[src/hw/rtl/ilie_pkg.sv]
// shared types and constants for the indexed list insert/erase block
package ilie_pkg;

  localparam int CAPACITY_DEF = 256;
  localparam int VALUE_W      = 32;
  localparam int POS_W        = 9;
  localparam int COUNT_W      = 9;

  typedef enum logic [1:0] {
    OP_PUSH   = 2'd0,
    OP_INSERT = 2'd1,
    OP_ERASE  = 2'd2,
    OP_POP    = 2'd3
  } op_t;

  typedef enum logic [1:0] {
    ST_OK    = 2'd0,
    ST_FULL  = 2'd1,
    ST_EMPTY = 2'd2,
    ST_RANGE = 2'd3
  } status_t;

  typedef enum logic [3:0] {
    DP_NOP,
    DP_CAPTURE,
    DP_PUSH,
    DP_INS_START,
    DP_INS_STEP,
    DP_INS_PLACE,
    DP_ERS_START,
    DP_POP_START,
    DP_ERS_FIRST,
    DP_ERS_STEP,
    DP_OUTPUT
  } dp_cmd_t;

  typedef struct packed {
    op_t     op;
    status_t status;
    logic    ins_end;
    logic    up_last;
    logic    dn_more1;
    logic    dn_more2;
    logic    out_free;
  } dp_stat_t;

endpackage

[src/hw/rtl/ilie_ctrl.sv]
// request sequencer for the list datapath
module ilie_ctrl (
  input  logic               clk,
  input  logic               rst_n,
  input  logic               in_valid,
  output logic               in_ready,
  input  ilie_pkg::dp_stat_t stat,
  output ilie_pkg::dp_cmd_t  cmd
);
  import ilie_pkg::*;

  typedef enum logic [2:0] {
    S_IDLE,
    S_DECODE,
    S_INS_SHIFT,
    S_INS_PLACE,
    S_ERS_FIRST,
    S_ERS_SHIFT,
    S_FINISH
  } state_t;

  state_t state_r, state_nxt;

  always_comb begin
    state_nxt = state_r;
    cmd       = DP_NOP;
    unique case (state_r)
      S_IDLE: begin
        if (in_valid) begin
          cmd       = DP_CAPTURE;
          state_nxt = S_DECODE;
        end
      end
      S_DECODE: begin
        if (stat.status != ST_OK) begin
          state_nxt = S_FINISH;
        end else begin
          unique case (stat.op)
            OP_PUSH: begin
              cmd       = DP_PUSH;
              state_nxt = S_FINISH;
            end
            OP_INSERT: begin
              if (stat.ins_end) begin
                cmd       = DP_INS_PLACE;
                state_nxt = S_FINISH;
              end else begin
                cmd       = DP_INS_START;
                state_nxt = S_INS_SHIFT;
              end
            end
            OP_ERASE: begin
              cmd       = DP_ERS_START;
              state_nxt = S_ERS_FIRST;
            end
            OP_POP: begin
              cmd       = DP_POP_START;
              state_nxt = S_ERS_FIRST;
            end
            default: state_nxt = S_FINISH;
          endcase
        end
      end
      S_INS_SHIFT: begin
        cmd = DP_INS_STEP;
        if (stat.up_last) begin
          state_nxt = S_INS_PLACE;
        end
      end
      S_INS_PLACE: begin
        cmd       = DP_INS_PLACE;
        state_nxt = S_FINISH;
      end
      S_ERS_FIRST: begin
        cmd       = DP_ERS_FIRST;
        state_nxt = stat.dn_more1 ? S_ERS_SHIFT : S_FINISH;
      end
      S_ERS_SHIFT: begin
        cmd = DP_ERS_STEP;
        if (!stat.dn_more2) begin
          state_nxt = S_FINISH;
        end
      end
      S_FINISH: begin
        if (stat.out_free) begin
          cmd       = DP_OUTPUT;
          state_nxt = S_IDLE;
        end
      end
      default: state_nxt = S_IDLE;
    endcase
  end

  always_ff @(posedge clk) begin
    if (!rst_n) begin
      state_r <= S_IDLE;
    end else begin
      state_r <= state_nxt;
    end
  end

  assign in_ready = (state_r == S_IDLE);

  a_no_out_overrun: assert property (@(posedge clk) disable iff (!rst_n)
    (cmd == DP_OUTPUT) |-> stat.out_free)
    else $error("result loaded while previous result still pending");

  a_capture_goes_decode: assert property (@(posedge clk) disable iff (!rst_n)
    (in_valid && in_ready) |=> (state_r == S_DECODE))
    else $error("accepted request not decoded");

  a_error_skips_memory: assert property (@(posedge clk) disable iff (!rst_n)
    (state_r == S_DECODE && stat.status != ST_OK) |=> (state_r == S_FINISH))
    else $error("failed request entered a shift sequence");

endmodule

[config.mk]
export PLATFORM = sky130hd
export DESIGN_NAME = ilie_ctrl
export DESIGN_NICKNAME = d
export VERILOG_FILES = /design/src/hw/rtl/ilie_pkg.sv /design/src/hw/rtl/ilie_ctrl.sv
export SDC_FILE = /design/constraint.sdc
export NUM_CORES = 1
export LEC_CHECK = 0
export ABC_CLOCK_PERIOD_IN_PS = 3100
export BUFFER_PORTS_ARGS = -buffer_cell sky130_fd_sc_hd__buf_4
export CELL_PAD_IN_SITES_DETAIL_PLACEMENT = 1
export CELL_PAD_IN_SITES_GLOBAL_PLACEMENT = 2
export CORE_MARGIN = 4
export CORE_UTILIZATION = 23
export CTS_BUF_LIST = sky130_fd_sc_hd__clkbuf_16
export DETAILED_ROUTE_END_ITERATION = 16
export PLACE_DENSITY_LB_ADDON = 0.12
export SETUP_SLACK_MARGIN = 0.4
export SLEW_MARGIN = 30
export SYNTH_ARGS = -nofsm -noshare
export SYNTH_HDL_FRONTEND = slang
export SYNTH_SLANG_ARGS = --single-unit
[constraint.sdc]
create_clock -name clk -period 3.1 [get_ports clk]
set_input_delay 0.93 -clock clk [delete_from_list [all_inputs] [get_ports clk]]
set_output_delay 0.93 -clock clk [all_outputs]
set_load 0.1 [all_outputs]
After elaboration in Yosys (flattened, before gate mapping)
Index checks and enable logic that the tools add are counted.

Output and inout bits: 5. Input port bits: 12. Bits in registers: 3.

Reductions and logical operators: 5. Mux-type cells: 15. Equality and inequality tests: 13.

Operators by type and width (count): 4-bit one-hot mux with 7 select lines (1); 3-bit two-way mux (7); 3-bit one-hot mux with 7 select lines (1); 4-bit one-hot mux with 4 select lines (1); 3-bit == test, second input constant (3); 3-bit one-hot mux with 3 select lines (1); 4-bit two-way mux (2); 2-bit inequality test, second input constant (4); 3-bit by 2-bit == test with 1-bit output, second input constant (2); 2-bit == test, second input constant (2); 4-bit AND reduction (1); 3-bit by 1-bit == test with 1-bit output, second input constant (1); 3-bit zero test (1); 2-bit by 1-bit == test with 1-bit output, second input constant (1); 2-bit zero test (1); 2-bit two-way mux (1); 2-bit nonzero test (1); 2-bit OR reduction (1); 1-bit two-way mux (1).

Depth between registers and ports, before layout
Depth after elaboration: 5. Depth in mapped cells: 5. Gate-level depth less buffers: 4.

Worst setup path before layout
OpenSTA, ideal clock, no wires.

Path type: input -> output. Start: input stat[6] (netlist name). End: output cmd[0]. Arrival time: 3.487 ns. Path buffers: 0. Stages: 3. Required time: 2.170 ns. Path slack: -1.317 ns. Path through: nor2_2 > a21oi_1 > o32ai_1.

Longest elaborated chain between the ends: 3.

RTL lines: start, declared (RTL line ilie_ctrl.sv:7) `input ilie_pkg::dp_stat_t stat,`; 2-bit nonzero test (RTL line ilie_ctrl.sv:35) `if (stat.status != ST_OK) begin`; 4-bit two-way mux (RTL line ilie_ctrl.sv:35); 4-bit one-hot mux with 7 select lines (RTL line ilie_ctrl.sv:27) `unique case (state_r)`; end, declared (RTL line ilie_ctrl.sv:8) `output ilie_pkg::dp_cmd_t cmd`.

No other way between the ends.

Final worst setup path
Start: input stat[6] (netlist name). End: output cmd[1].

The elaborated chain is that of the path after synthesis.

==> impl_metrics.ini <==
[outcome]
status = completed

[cells_and_area]
drive_gt1_share_pct = 60.0
layout-area-overhead-vs-synth_pct = 87.9
final_cell_mix = 13 x buf_4, 4 x nand2_1
final_cells = 75
antenna_cells = 0
largest_reg_flops = 3
largest_register = state_r
fill_cells = 148
largest_registers = state_r: 3 flops
nets = 73
layout_commonest_cell = buf_4

[route]
routedWlPerCell_um = 16.0
vias = 391
wl_mm = 1.20
drtPass1Iterations = 2
drt-initial-drc-count = 6
antenna_left = 0
via_per_inst = 5.21
drc = 0

[sta]
rsz0062_at_grt = yes
whs_ps = 798
max_freq_mhz = 369
fin_crit_ps = 2710
setup_viol = 0
worstMarginPinSlew_ps = 678
final_hold_viol_count = 0
fin_setup_tns_ps = 0
slew_headroom_pct = 54.7
fin_crit_sh_pct = 87.3
slew_viol_final = 0
skew_ps = 0.141

[floorplan]
die_area_mm2 = 0.00217
start_util_pct = 25.3
io_pins = 17
die_height_um = 46.5
rows = 13
core-area_mm2 = 0.00135
dieWidth_um = 46.5

[synthesis]
muxShareOfSynthArea_pct = 8.79
synthCells = 42
postSynthAreaPerCell_um2 = 8.13
synth-simple-area-share_pct = 30.0
yosysUniqueCellTypes = 28
yosys.area_share.adder_pct = 0
synth_xor_xnor_area_share_pct = 0
synth_top_family_by_area = compound AO/OA/AOI/OAI gates
synth_compound_area_share_pct = 34.8
syn_nets = 54
ys_ff_latch = 3
syn_area_um2 = 342
ys_warn_count = 0
yosysSeqAreaShare_pct = 17.6

[power_and_ir_drop]
cellPowerDensity_mw_per_mm2 = 841
peakVddDrop_mv = 0.423
power_leakage_nw = 0.253
total_power_mw = 0.540

[setup_path]
crit_type = input port to primary output
slowest_delay_ps = 240
end_kind = primary output
cp_cell_sequence = buf_6 -> nor2_4 -> o211ai_1 -> o22ai_4 -> buf_12
crit_buf_inv = 2
cp_top_family = compound AO/OA/AOI/OAI gates
start_kind = input port
cp_slowest_cell = o22ai_4
crit_fanout = 4
crit_arrival_ps = 1780
worstPathRequired_ps = 2170

[clock_network]
cts_sinks = 3
clockBufferDepth = 2
h-tree-depth = 1
root_buffer = clkbuf_16
cts_hold_buffers = 0
clk_pin_slew_ps = 30
cts_tree = built
cts-buffers-inserted = 3
worstSkewPairLatency_ps = 220

[hold_path]
hp-class = register to register

[place]
dpl.hpwl_um = 845
port_buffers = 16
placed_cells = 70
place_congestion = 0.749

[global_route]
grt-ovfl-total = 0
grt_max_degree = 15
grt_pass1_vias = 449
track_usage_pct = 12.9
antenna_found_initial = 0
grt_pass1_wl_mm = 1.98

[job]
drv_cap = 0
## worst register-to-register path, cell delays in order, from the launching register on
cell and delay, ps:
dfxtp_1 750, mux2i_1 310, nand3_1 130, a21boi_2 170
## cell type report
cell class / instances / area (um^2) / area share [%]
Multi-Input combinational cell: 35 / 320 / 49.9
Timing Repair Buffer: 17 / 160 / 25.0
Clock buffer: 3 / 75.1 / 11.7
Sequential cell: 3 / 60.1 / 9.36
Tap cell: 15 / 18.8 / 2.92
Clock inverter: 1 / 3.75 / 0.585
Inverter: 1 / 3.75 / 0.585
## where the power goes
| part | total (mW) | leakage, nW | switching (mW) | internal [mW] |
|---|---|---|---|---|
| Sequential | 0.0817 | 0.0248 | 0.0355 | 0.0462 |
| Clock | 0.201 | 0.0423 | 0.0347 | 0.166 |
| Combinational | 0.257 | 0.186 | 0.168 | 0.0888 |
## logic make-up after synthesis
group,Yosys count
AND/OR/NAND/NOR,17
AO/OA/AOI/OAI,15
buffers and inverters,4
multiplexers,3
flip-flops,3
## through the flow
stage	util, %	worst slack (ps)	cell area, um^2
detailed placement	38.3	265	517
floorplan	-	165	404
global placement	38.3	285	517
finish	47.5	392	642
global route	47.5	352	642
CTS	46.5	389	628
## layer usage
| metal | GRT usage (%) | up-vias | share of wire, % |
|---|---|---|---|
| li1 | - | 192 | - |
| met1 | 14.0 | 189 | 39 |
| met2 | 23.4 | 10 | 55 |
| met3 | 3.13 | 0 | 5.8 |
| met4 | 5.11 | 0 | 0 |
| met5 | 0 | - | 0 |
## path summary, 6_finish.rpt
kind,slack [ps],cells past startpoint,startpoint,end
max,390,5,stat[6],cmd[1]
min,800,2,state_r[1],state_r[1]
max reg2reg,1680,3,state_r[2],state_r[1]
min reg2reg,800,2,state_r[1],state_r[1]
## cell usage after synthesis, drive strengths merged
cell type  instances  area, um^2
a21oi              6        37.5
o221a              1        11.3
a31oi              1        6.26
nor2               5        21.3
dfxtp              3        60.1
nor2b              1        6.26
nand2              4        15.0
buf                2        18.8
nor4b              1        15.0
clkbuf             1        7.51
o32ai              1        8.76
o221ai             1        15.0
inv                1        3.75
o211ai             1        7.51
a21o               1        7.51
mux2i              3        30.0
nor3               2        15.0
nand2b             1        6.26
o22ai              1        6.26
a21boi             2        18.8
nand3              1        5.00
nor3b              1        12.5
or2                1        6.26
## timing repair
item | in CTS | in global routing
pin swaps | 3 | 2
setup buffers | 1 | 0
gates resized for setup | 6 | 3
endpoints found under the setup margin | 3 | 3
(Power assumes the default switching activity.)
